## src/hdl/page_frame_chain_allocator_assert.svh

```systemverilog
// Assertion macros for the page frame chain allocator.
// Each macro expects signals named clk and rst_n in the scope where it is used.
`ifndef PAGE_FRAME_CHAIN_ALLOCATOR_ASSERT_SVH
`define PAGE_FRAME_CHAIN_ALLOCATOR_ASSERT_SVH

// The consequent must hold in the same cycle as the antecedent.
`define PFCA_ASSERT_IMP(lbl, ante, cons, msg) \
  lbl: assert property (@(posedge clk) disable iff (!rst_n) (ante) |-> (cons)) \
    else $error(msg);

// The consequent must hold in the cycle after the antecedent.
`define PFCA_ASSERT_NXT(lbl, ante, cons, msg) \
  lbl: assert property (@(posedge clk) disable iff (!rst_n) (ante) |=> (cons)) \
    else $error(msg);

`endif

```

## src/hdl/pfca_pkg.sv

```systemverilog
`timescale 1ns / 1ps

package pfca_pkg;

  localparam int NUM_FRAMES   = 1024;
  localparam int PAGE_BYTES   = 1024;
  localparam int VSPACE_BYTES = 1048576;

  localparam int FRAME_W    = $clog2(NUM_FRAMES);
  localparam int PAGE_SHIFT = $clog2(PAGE_BYTES);
  localparam int OWNER_W    = 16;
  localparam int ADDR_W     = 21;
  localparam int LINK_W     = 11;
  localparam int CNT_W      = $clog2(NUM_FRAMES + 1);
  localparam int PAGES_W    = ADDR_W - PAGE_SHIFT + 1;
  localparam int SUM_W      = ADDR_W + 2;

  localparam logic [LINK_W-1:0] LINK_END = '1;

  typedef enum logic {
    OP_ALLOC = 1'b0,
    OP_FREE  = 1'b1
  } pfca_op_t;

  typedef enum logic [1:0] {
    STAT_OK      = 2'd0,
    STAT_VSHORT  = 2'd1,
    STAT_NOFRAME = 2'd2,
    STAT_UNOWNED = 2'd3
  } pfca_status_t;

  // Commands from the controller to the datapath.
  typedef struct packed {
    logic         load;
    logic         clr;
    logic         scan;
    logic         tail;
    logic         walk_rd;
    logic         walk_clr;
    logic         emit;
    pfca_status_t code;
  } pfca_cmd_t;

  // Status from the datapath back to the controller.
  typedef struct packed {
    logic clr_last;
    logic vshort;
    logic frames_short;
    logic zero_pages;
    logic scan_last;
    logic walk_owned;
    logic walk_first;
    logic walk_stop;
  } pfca_sts_t;

endpackage

```

## src/hdl/pfca_ctrl.sv

```systemverilog
`timescale 1ns / 1ps

module pfca_ctrl (
  input  logic                clk,
  input  logic                rst_n,
  input  logic                start,
  input  logic                in_command,
  input  pfca_pkg::pfca_sts_t sts,
  output pfca_pkg::pfca_cmd_t cmd,
  output logic                busy,
  output logic                out_valid
);
  import pfca_pkg::*;

  typedef enum logic [2:0] {
    S_CLEAR,
    S_IDLE,
    S_ACHK,
    S_ASCAN,
    S_ATAIL,
    S_WALK_RD,
    S_WALK_ST
  } state_t;

  state_t state_r, state_nxt;
  logic   busy_r;
  logic   out_valid_r;

  always_comb begin
    state_nxt = state_r;
    cmd       = '0;
    cmd.code  = STAT_OK;
    case (state_r)
      S_CLEAR: begin
        cmd.clr = 1'b1;
        if (sts.clr_last) begin
          state_nxt = S_IDLE;
        end
      end
      S_IDLE: begin
        if (start) begin
          cmd.load  = 1'b1;
          state_nxt = (in_command == OP_FREE) ? S_WALK_RD : S_ACHK;
        end
      end
      S_ACHK: begin
        if (sts.vshort) begin
          cmd.emit  = 1'b1;
          cmd.code  = STAT_VSHORT;
          state_nxt = S_IDLE;
        end else if (sts.frames_short) begin
          cmd.emit  = 1'b1;
          cmd.code  = STAT_NOFRAME;
          state_nxt = S_IDLE;
        end else if (sts.zero_pages) begin
          cmd.emit  = 1'b1;
          state_nxt = S_IDLE;
        end else begin
          state_nxt = S_ASCAN;
        end
      end
      S_ASCAN: begin
        cmd.scan = 1'b1;
        if (sts.scan_last) begin
          state_nxt = S_ATAIL;
        end
      end
      S_ATAIL: begin
        cmd.tail  = 1'b1;
        cmd.emit  = 1'b1;
        state_nxt = S_IDLE;
      end
      S_WALK_RD: begin
        cmd.walk_rd = 1'b1;
        state_nxt   = S_WALK_ST;
      end
      S_WALK_ST: begin
        if (!sts.walk_owned) begin
          cmd.emit  = 1'b1;
          cmd.code  = sts.walk_first ? STAT_UNOWNED : STAT_OK;
          state_nxt = S_IDLE;
        end else begin
          cmd.walk_clr = 1'b1;
          if (sts.walk_stop) begin
            cmd.emit  = 1'b1;
            state_nxt = S_IDLE;
          end else begin
            state_nxt = S_WALK_RD;
          end
        end
      end
      default: begin
        state_nxt = S_IDLE;
      end
    endcase
  end

  always_ff @(posedge clk) begin
    if (!rst_n) begin
      state_r     <= S_CLEAR;
      busy_r      <= 1'b1;
      out_valid_r <= 1'b0;
    end else begin
      state_r     <= state_nxt;
      busy_r      <= (state_nxt != S_IDLE);
      out_valid_r <= cmd.emit;
    end
  end

  assign busy      = busy_r;
  assign out_valid = out_valid_r;

endmodule

```

## config.mk

```make
export PLATFORM = sky130hd
export DESIGN_NAME = pfca_ctrl
export DESIGN_NICKNAME = d
export VERILOG_FILES = /design/src/hdl/page_frame_chain_allocator_assert.svh /design/src/hdl/pfca_pkg.sv /design/src/hdl/pfca_ctrl.sv
export SDC_FILE = /design/constraint.sdc
export NUM_CORES = 1
export LEC_CHECK = 0
export ABC_AREA = 1
export ABC_CLOCK_PERIOD_IN_PS = 1100
export BUFFER_PORTS_ARGS = -buffer_cell sky130_fd_sc_hd__buf_4
export CORE_AREA = 2 2 39 41
export CTS_CLUSTER_DIAMETER = 60
export DETAILED_ROUTE_END_ITERATION = 12
export DIE_AREA = 0 0 41 43
export PLACE_DENSITY = 0.63
export SKIP_LAST_GASP = 1
export SLEW_MARGIN = 25
export SYNTH_ARGS = -nofsm -noshare
export SYNTH_HDL_FRONTEND = slang
export SYNTH_SLANG_ARGS = --single-unit
```

## constraint.sdc

```tcl
create_clock -name clk -period 1.1 [get_ports clk]
set_input_delay 0.22 -clock clk [delete_from_list [all_inputs] [get_ports clk]]
set_output_delay 0.22 -clock clk [all_outputs]
set_load 0.1 [all_outputs]
```

# [Yosys cells after proc, flatten, opt, wreduce, memory -nomap -nowiden]
# Cells that the tools add are included.
[word_totals] ff_bits=5 inputBits=12
[classes] eq_ne=7 muxes=28 n_reduce_logical=1
[ops] cell="$mux 3" count=9
[ops] cell="$pmux 3 s6" count=1
[ops] cell="$mux 1" count=12
[ops] cell="$eq 3x3->1 const B" count=3
[ops] cell="$mux 2" count=4
[ops] cell="$eq 3x2->1 const B" count=2
[ops] cell="$pmux 2 s2" count=1
[ops] cell="$eq 3x1->1 const B" count=1
[ops] cell="$logic_not 3->1" count=1
[ops] cell="$ne 3x1->1 const B" count=1
[ops] cell="$pmux 1 s3" count=1

# [Depth between registers and ports, before layout]
# Gate-level depths: netlist (run 1).
[logic_depth] ltp_word=5 depth_mapped=8

# [Least setup slack after synthesis (run 1)]
# No wires, ideal clock.
[synth_path] path_type="reg-to-output" from="register state_r[0]" to="output cmd[8] (netlist name)" arrival_ns=2.765 t_required_ns=0.880 path_slack_ns=-1.885 stages_incl_launch_ff=3 cell_sequence="dfxtp_1 nand2_2 nor3b_1"
[synth_rtl] item="start: declaration" line_no="pfca_ctrl.sv:25" source="state_t state_r, state_nxt;"
[synth_rtl] item="start signal: assignment" line_no="pfca_ctrl.sv:104" source="state_r <= state_nxt;"
[synth_rtl] item="end: declaration" line_no="pfca_ctrl.sv:9" source="output pfca_pkg::pfca_cmd_t cmd,"

==> results of run 1 <==
[routing by layer]
metal / track usage / up-vias / routed length, um / part of all wire
met5: 0 / - / 0 / 0
met4: 0.100 / 0 / 26 / 0.017
met3: 0.0314 / 3 / 50 / 0.033
met2: 0.297 / 14 / 848 / 0.55
met1: 0.262 / 271 / 603 / 0.39
li1: - / 305 / - / -
[power breakdown]
group          total (mW)  leakage [nW]  switching [mW]  internal, mW
Sequential          0.209        0.0430          0.0129         0.196
Clock               0.219        0.0150          0.0813         0.138
Combinational       0.531         0.445           0.312         0.219
Total               0.959         0.503           0.407         0.553
[cell usage after synthesis, types with 3 or more instances]
cell type	instances	area, sq um
sky130_fd_sc_hd__nand3_1	4	20.0
sky130_fd_sc_hd__nand2_1	13	48.8
sky130_fd_sc_hd__inv_1	7	26.3
sky130_fd_sc_hd__inv_2	5	18.8
sky130_fd_sc_hd__nor2_1	11	41.3
sky130_fd_sc_hd__dfxtp_1	5	100
sky130_fd_sc_hd__nor3_1	3	15.0
sky130_fd_sc_hd__nor2_2	4	25.0
[what timing repair did]
action	CTS	global route
endpoints found under the setup margin	13	14
buffers inserted	3	4
hold buffers	0	0
gates resized for setup	36	11
pin swaps	10	9
[how the worst min path moves through the flow]
stage,slack (ns),from,endpoint
6_report,0.17,rst_n,state_r[1]
5_1_grt,0.19,rst_n,state_r[1]
4_1_cts,0.17,rst_n,state_r[1]
3_5_place_dp,0.43,rst_n,state_r[1]
3_3_place_gp,0.42,rst_n,state_r[1]
2_1_floorplan,0.32,rst_n,state_r[1]
[state kept, by name (all words and copies together), names as in the netlist]
register	count
out_valid	1
busy	1
state_r	3
[through the flow]
stage	TNS, ns	utilization	area [sq um]
after floorplan	-3.30	-	504
after global placement	-2.59	0.588	813
after global routing	-5.12	0.783	1080
after detailed placement	-2.74	0.588	813
final	-4.15	0.783	1080
after CTS	-3.83	0.724	1000
[final cells by class]
class                      count  area, sq um
tap                           16         20.0
sequential                     5          111
inverter                      12         56.3
fill                          92          300
clock buffer                   4         26.3
timing repair buffer          47          488
multi-input combinational     47          382
[critical path, cell delays in order (launching register included)]
cell and delay, ns:
sky130_fd_sc_hd__dfxtp_2 0.33, sky130_fd_sc_hd__buf_6 0.12, sky130_fd_sc_hd__nor2_4 0.09, sky130_fd_sc_hd__nand4_1 0.21, sky130_fd_sc_hd__o21ai_4 0.14, sky130_fd_sc_hd__buf_12 0.19
[cells by family after synthesis]
group / share of synthesized area
AOI/OAI and AO/OA: 0.0592
buffers and inverters: 0.140
DFF: 0.249
and+or+nand+nor: 0.551
==> metrics.txt, run 1 <==
status complete, but fails checks; H-tree depth 1; Synth Net Count 77; final RePlAce weighted congestion roughly 0.70; Synth Register Bits 5; count of cells along the worst hold path 3; commonest non-fill, non-tap cell in the layout sky130_fd_sc_hd__buf_4; vias after detailed routing 593; smallest hold slack approximately 0.17 ns; full die area 1760 sq um; Final HPWL DP slightly below 1 mm; post-route antenna net violation count 0; CTS tree yes; number of optimization iterations in the first detailed-route pass 4; die height 43 um; Wirelength per Cell 11.7 um; Overall Power 0.959 mW; clock root buffer sky130_fd_sc_hd__clkbuf_4; number of antenna cells inserted 0; maximum clock rate 644 MHz; reg-to-reg critical path endpoint busy; register area share after synthesis 0.249; number of ports placed on the die boundary 23; antenna violations before repair 0; count of final setup violators 14; average vias per placed instance approximately 4.5; r2r worst-path depth 10; remaining global-route overflow 0; Synth Area per Inst 6.18 sq um; initial core utilization 0.290; count of unresolved DRC violations after routing 0; violations in the final reports negative setup slack; fraction of final layout cells with drive strength greater than 1 0.739; reported max-cap violation count 0; setup clock skew after layout 0.000457 ns; number of warnings reported in the yosys synthesis log 0; prevailing post-synth register cell sky130_fd_sc_hd__dfxtp_1; worst setup path category reg2out; final hold vios 0; Area growth syn-to-layout 170%; power per cell area 885 nW/um^2; number of cells produced by synthesis 65; insertion delay of the later-clocked pin in the worst-skew pair 0.25 ns; FF-to-FF setup slack -0.28 ns; total standard cell area after synthesis 402 sq um; capture point of the worst path cmd[0]; Inst Count DP 120; vias in the first global route approximately 550; number of buffers inserted during clock tree synthesis 3; source of the critical timing path state_r[0]; headroom to the max-slew limit 0.816; startpoint of the most critical register-to-register path state_r[0]; required time of the critical path around 0.88 ns; clock slew at the register clock pins of the worst setup and hold paths 0.04 ns; count of unique library cells instantiated by Yosys 21; Worst EP arrival approximately 1.3 ns; number of synthesized flops with an enable pin 0; post-layout worst setup margin -0.453 ns; leakage 0.503 nW; crit end category output port; period utilization 1.41; type of the tightest min-delay check in2reg; Core Region 1380 sq um; share of flip-flops with an asynchronous set or reset after synthesis 0; GRT Overall Usage 0.198; slew at the pin closest to its max-slew limit ~0.28 ns; pre-CTS setup slack -0.373 ns; buffers added on ports 22; buffers from clock root to sink, at most 2; first-pass GRT wire length 2.33 mm; commonest cells after routing, fill and taps aside sky130_fd_sc_hd__buf_4 (33), sky130_fd_sc_hd__nand2_1 (9), sky130_fd_sc_hd__buf_12 (9), sky130_fd_sc_hd__nor2_1 (8), sky130_fd_sc_hd__inv_1 (6); detailed-route wire length about 1.5 mm; die width 41 um; largest net degree at the start of global routing 8; post-route insts no fill 131; unrepaired setup endpoints after global routing yes; largest fanout on the critical path 3; iteration-0 DRC count of the detailed router 4; worst vdd ir 0.575 mV; FP Rows 14; number of slew-limit violations in the final report 0; # nets final 128; Sink Count 5; startpoint class of the critical path flip-flop; final critical path time including I/O delays and setup 1.55 ns
Power figures use the tool's default switching activity.
==> run 2, diff against run 1 <==
--- a/config.mk
+++ b/config.mk
@@ -7,12 +7,12 @@
 export LEC_CHECK = 0
 export ABC_AREA = 1
 export ABC_CLOCK_PERIOD_IN_PS = 1100
-export BUFFER_PORTS_ARGS = -buffer_cell sky130_fd_sc_hd__buf_4
 export CORE_AREA = 2 2 39 41
 export CTS_CLUSTER_DIAMETER = 60
 export DETAILED_ROUTE_END_ITERATION = 12
 export DIE_AREA = 0 0 41 43
-export PLACE_DENSITY = 0.63
+export DONT_BUFFER_PORTS = 1
+export PLACE_DENSITY = 0.42
 export SKIP_LAST_GASP = 1
 export SLEW_MARGIN = 25
 export SYNTH_ARGS = -nofsm -noshare
==> metrics.txt, run 2 (synthesized netlist as in run 1, its figures left out) <==
status complete, but fails checks (unchanged); violations in the final reports negative setup slack (unchanged); worst setup path category reg2out (unchanged); largest net degree at the start of global routing 6 (was 8); die width 41 um (unchanged); insertion delay of the later-clocked pin in the worst-skew pair 0.23 ns (was 0.25 ns); type of the tightest min-delay check in2reg (unchanged); Most flops, register state_r (unchanged); period utilization 1.38 (was 1.41); detailed-route wire length 1.16 mm (was 1.53 mm); portion of total power attributed to sequential cells 0.245 (was 0.218); vias after detailed routing 494 (was 593); first-pass GRT wire length 1.81 mm (was 2.33 mm); buffers added on ports 0 (was 22); commonest non-fill, non-tap cell in the layout sky130_fd_sc_hd__buf_12 (was sky130_fd_sc_hd__buf_4); worst vdd ir 0.875 mV (was 0.575 mV); post-layout worst setup margin -0.416 ns (was -0.453 ns); required time of the critical path 0.88 ns (about the same); number of hold buffers added after cts 0 (unchanged); logic gate share of total power 0.525 (was 0.554); critical-path cell list inv_4, nand2_4, nor2_4, inv_2, or2_4, nand2_8 (was buf_6, nor2_4, nand4_1, o21ai_4, buf_12); source of the critical timing path state_r[0] (unchanged); fraction of final layout cells with drive strength greater than 1 0.681 (was 0.739); Critical path buffers and inverters 2 (unchanged); commonest cells after routing, fill and taps aside sky130_fd_sc_hd__buf_12 (10), sky130_fd_sc_hd__nand2_1 (9), sky130_fd_sc_hd__buf_4 (8), sky130_fd_sc_hd__buf_6 (8) (was sky130_fd_sc_hd__buf_4 (33), sky130_fd_sc_hd__nand2_1 (9), sky130_fd_sc_hd__buf_12 (9), sky130_fd_sc_hd__nor2_1 (8), sky130_fd_sc_hd__inv_1 (6)); count of final setup violators 13 (was 14); final RePlAce weighted congestion 0.691 (was 0.697); Sink Count 5 (unchanged); Final HPWL DP 1.00 mm (was 967 um); Core Region 1380 sq um (unchanged); cell family contributing the most delay on the critical path simple AND/OR/NAND/NOR gates (was flip-flops); number of optimization iterations in the first detailed-route pass 4 (unchanged); full die area 1760 sq um (unchanged); vias in the first global route 433 (was 549); iteration-0 DRC count of the detailed router 11 (was 4); number of antenna cells inserted 0 (unchanged); CTS tree yes (unchanged); delay of the slowest critical-path stage 0.36 ns (was 0.33 ns); Worst EP arrival 1.30 ns (was 1.33 ns); Largest register FFs 3 (unchanged); headroom to the max-slew limit 0.830 (was 0.816); number of slew-limit violations in the final report 0 (unchanged); Wirelength per Cell 10.6 um (was 11.7 um); maximum clock rate 660 MHz (was 644 MHz); initial core utilization 0.290 (unchanged); sum of negative setup slack -3.66 ns (was -4.15 ns); crit end category output port (unchanged); average vias per placed instance 4.49 (was 4.53); largest fanout on the critical path 4 (was 3); H-tree depth 1 (unchanged); Area growth syn-to-layout 136% (was 170%); startpoint of the most critical register-to-register path state_r[1] (was state_r[0]); post-route antenna net violation count 0 (unchanged); Int Pwr 0.513 mW (was 0.553 mW); unrepaired setup endpoints after global routing yes (unchanged); clock root buffer sky130_fd_sc_hd__clkbuf_4 (unchanged); Overall Power 0.882 mW (was 0.959 mW); net switching fraction of the power 0.418 (was 0.424); antenna violations before repair 0 (unchanged); GRT Overall Usage 0.154 (was 0.198); # nets final 107 (was 128); FP Rows 14 (unchanged); Layout fillers 116 (was 92); startpoint class of the critical path flip-flop (unchanged); power per cell area 930 nW/um^2 (was 885 nW/um^2); setup clock skew after layout 0.00192 ns (was 0.000457 ns); buffers from clock root to sink, at most 2 (unchanged); CP max-delay cell sky130_fd_sc_hd__dfxtp_4 (was sky130_fd_sc_hd__dfxtp_2); critical hold path startpoint rst_n (unchanged); number of ports placed on the die boundary 23 (unchanged); count of unresolved DRC violations after routing 0 (unchanged); slew at the pin closest to its max-slew limit 0.254 ns (was 0.278 ns); final critical path time including I/O delays and setup 1.52 ns (was 1.55 ns); final hold vios 0 (unchanged); reported max-cap violation count 0 (unchanged); clock slew at the register clock pins of the worst setup and hold paths 0.04 ns (about the same); remaining global-route overflow 0 (unchanged); die height 43 um (unchanged); Net Sw Power 0.369 mW (was 0.407 mW); number of buffers inserted during clock tree synthesis 3 (unchanged); part of the power in the clock network 0.230 (was 0.228); leakage 0.416 nW (was 0.503 nW)
## run 2: changes by cell type in the layout (fill, tap and decap cells not counted), sizes merged
cell | before | now
buf | 47 | 26
## run 2: stage by stage
step | hold WS (ns) | area [sq um] | utilization | cells | worst slack, ns
after floorplan | 0.325 | 504 | - | 65 | -0.532
after global placement | 0.336 | 818 | 0.591 | 104 | -0.208
final | 0.0905 | 948 | 0.685 | 110 | -0.416
after global routing | 0.0970 | 948 | 0.685 | 110 | -0.486
after detailed placement | 0.333 | 818 | 0.591 | 104 | -0.230
after CTS | 0.0858 | 870 | 0.628 | 109 | -0.443
## run 2: worst paths after layout
kind         slack (ns)         end  depth (start not counted)
max               -0.42      cmd[2]                          6
min reg2reg        0.72  state_r[1]                          5
min                0.09  state_r[1]                          2
max reg2reg       -0.11        busy                          8
## run 2: cell type report
type	count	area (sq um)	share of cell area
flip-flops and latches	5	114	0.120
clock buffers	4	26.3	0.0277
repair buffers	26	350	0.369
well taps	16	20.0	0.0211
multi-input cells	47	377	0.397
inverters	12	61.3	0.0646
## run 2: what timing repair did
| item | CTS | global route |
|---|---|---|
| gates cloned | 0 | 0 |
| resized for setup | 6 | 19 |
| setup buffers | 1 | 3 |
| endpoints found under the setup margin | 13 | 14 |
| pin swaps | 7 | 12 |
## run 2: power groups by stage
stage,Clock (mW),Combinational [mW],Sequential [mW]
6_report,0.203,0.463,0.216
5_1_grt,0.221,0.489,0.218
4_1_cts,0.212,0.430,0.213
3_5_place_dp,0,0.427,0.217
3_3_place_gp,0,0.427,0.217
2_1_floorplan,0,0.231,0.269
## run 2: metal layers
metal  up-vias  part of all wire  GRT usage
met5         -                 0          0
met4         0                 0     0.0600
met3         0             0.040     0.0314
met2        10              0.57      0.259
met1       220              0.39      0.177
li1        264                 -          -
==> run 3, diff against run 2 <==
==> constraint.sdc (replaced) <==
create_clock -name clk -period 1.1 [get_ports clk]
set_input_delay 0.11 -clock clk [delete_from_list [all_inputs] [get_ports clk]]
set_output_delay 0.11 -clock clk [all_outputs]
set_load 0.1 [all_outputs]
==> metrics.txt, run 3 (synthesized netlist as in run 1, its figures left out) <==
vias after detailed routing 531 (was 494); # nets final 112 (was 107); Sink Count 5 (unchanged); logic gate share of total power 0.552 (was 0.525); slew at the pin closest to its max-slew limit 0.256 ns (was 0.254 ns); post-route antenna net violation count 0 (unchanged); worst setup path category reg2out (unchanged); CP max-delay cell sky130_fd_sc_hd__dfxtp_4 (unchanged); status complete, but fails checks (unchanged); number of slew-limit violations in the final report 0 (unchanged); Area growth syn-to-layout 157% (was 136%); period utilization 1.29 (was 1.38); delay of the slowest critical-path stage 0.35 ns (was 0.36 ns); buffers from clock root to sink, at most 2 (unchanged); final critical path time including I/O delays and setup 1.42 ns (was 1.52 ns); Core Region 1380 sq um (unchanged); Most flops, register state_r (unchanged); largest net degree at the start of global routing 7 (was 6); DR WL met2 752 um (was 667 um); Largest register FFs 3 (unchanged); final RePlAce weighted congestion 0.745 (was 0.691); reported max-cap violation count 0 (unchanged); power per cell area 918 nW/um^2 (was 930 nW/um^2); buffers added on ports 0 (unchanged); crit end category output port (unchanged); required time of the critical path 0.99 ns (was 0.88 ns); GRT Overall Usage 0.189 (was 0.154); average vias per placed instance 4.62 (was 4.49); Int Pwr 0.547 mW (was 0.513 mW); Layout fillers 106 (was 116); headroom to the max-slew limit 0.828 (was 0.830); Post-Route M1 WL 482 um (was 448 um); maximum clock rate 706 MHz (was 660 MHz); startpoint of the most critical register-to-register path state_r[2] (was state_r[1]); count of final setup violators 14 (was 13); critical hold path startpoint rst_n (unchanged); insertion delay of the later-clocked pin in the worst-skew pair 0.24 ns (was 0.23 ns); Wirelength per Cell 11.2 um (was 10.6 um); full die area 1760 sq um (unchanged); leakage 0.451 nW (was 0.416 nW); H-tree depth 1 (unchanged); number of ports placed on the die boundary 23 (unchanged); clock root buffer sky130_fd_sc_hd__clkbuf_4 (unchanged); post-route insts no fill 115 (was 110); commonest non-fill, non-tap cell in the layout sky130_fd_sc_hd__buf_12 (unchanged); Net Sw Power 0.402 mW (was 0.369 mW); portion of total power attributed to sequential cells 0.228 (was 0.245); unrepaired setup endpoints after global routing yes (unchanged); number of optimization iterations in the first detailed-route pass 2 (was 4); type of the tightest min-delay check in2reg (unchanged); antenna violations before repair 0 (unchanged); Overall Power 0.948 mW (was 0.882 mW); startpoint class of the critical path flip-flop (unchanged); critical-path cell list buf_6, nor2_4, inv_2, or2_4, nand2_8 (was inv_4, nand2_4, nor2_4, inv_2, or2_4, nand2_8); fraction of final layout cells with drive strength greater than 1 0.677 (was 0.681); Critical path buffers and inverters 2 (unchanged); commonest cells after routing, fill and taps aside sky130_fd_sc_hd__buf_12 (11), sky130_fd_sc_hd__buf_4 (10), sky130_fd_sc_hd__buf_6 (9), sky130_fd_sc_hd__nor2_1 (8), sky130_fd_sc_hd__nand2_1 (7) (was sky130_fd_sc_hd__buf_12 (10), sky130_fd_sc_hd__nand2_1 (9), sky130_fd_sc_hd__buf_4 (8), sky130_fd_sc_hd__buf_6 (8)); Worst EP arrival 1.31 ns (was 1.30 ns); iteration-0 DRC count of the detailed router 6 (was 11); Max Used Layer met4 (was met3); count of unresolved DRC violations after routing 0 (unchanged); detailed-route wire length 1.29 mm (was 1.16 mm); part of the power in the clock network 0.220 (was 0.230); die width 41 um (unchanged); FP Rows 14 (unchanged); remaining global-route overflow 0 (unchanged); flip-flop and latch area 111 sq um (was 114 sq um); net switching fraction of the power 0.423 (was 0.418); Final HPWL DP 999 um (was 1.00 mm); area of the multi-input gates 405 sq um (was 377 sq um); largest fanout on the critical path 3 (was 4); violations in the final reports negative setup slack (unchanged); die height 43 um (unchanged); vias in the first global route 522 (was 433); CTS tree yes (unchanged); worst vdd ir 0.683 mV (was 0.875 mV); initial core utilization 0.290 (unchanged); number of antenna cells inserted 0 (unchanged); post-layout worst setup margin -0.316 ns (was -0.416 ns); met3 wire len 45 um (was 46 um); number of buffers inserted during clock tree synthesis 3 (unchanged); final hold vios 0 (unchanged); Inst Count DP 100 (was 104); setup clock skew after layout 0.00167 ns (was 0.00192 ns); cell family contributing the most delay on the critical path simple AND/OR/NAND/NOR gates (unchanged); first-pass GRT wire length 2.16 mm (was 1.81 mm); clock slew at the register clock pins of the worst setup and hold paths 0.04 ns (about the same); source of the critical timing path state_r[2] (was state_r[0])
run 3: final cells by class:
type | count | share of cell area
multi-input combinational | 47 | 0.392
clock buffer | 4 | 0.0254
timing repair buffer | 31 | 0.393
sequential | 5 | 0.108
tap | 16 | 0.0194
inverter | 12 | 0.0617
run 3: final timing paths:
path / to / slack (ns) / depth (start not counted)
max: cmd[2] / -0.32 / 5
min: out_valid / 0.06 / 2
max reg2reg: out_valid / -0.21 / 7
min reg2reg: state_r[1] / 0.78 / 6
run 3: repair_timing:
action / CTS / global route
setup buffers: 11 / 2
pin swaps: 17 / 9
hold buffers: 1 / 0
setup endpoints to repair: 14 / 14
resized for setup: 31 / 6
hold endpoints to repair: 1 / 0
run 3: power groups by stage:
| stage | clock (mW) | combinational, mW | sequential (mW) |
|---|---|---|---|
| 6_report | 0.209 | 0.523 | 0.216 |
| 5_1_grt | 0.224 | 0.548 | 0.218 |
| 3_3_place_gp | 0 | 0.423 | 0.217 |
| 4_1_cts | 0.224 | 0.511 | 0.215 |
| 3_5_place_dp | 0 | 0.426 | 0.217 |
| 2_1_floorplan | 0 | 0.231 | 0.267 |
run 3: metrics by stage:
stage	setup TNS [ns]	utilization	hold slack, ns	cell area, sq um	setup slack (ns)
floorplan	-2.32	-	0.215	502	-0.422
global placement	-1.06	0.568	0.221	786	-0.177
detailed placement	-1.13	0.568	0.223	786	-0.165
CTS	-3.17	0.730	0.0428	1010	-0.363
global route	-3.68	0.747	0.0783	1030	-0.362
finish	-2.96	0.747	0.0641	1030	-0.316
run 3: per-layer routing:
metal,vias to the layer above,global-route usage
met5,-,0
met4,0,0.120
met3,2,0.0157
met2,11,0.331
met1,246,0.198
li1,272,-
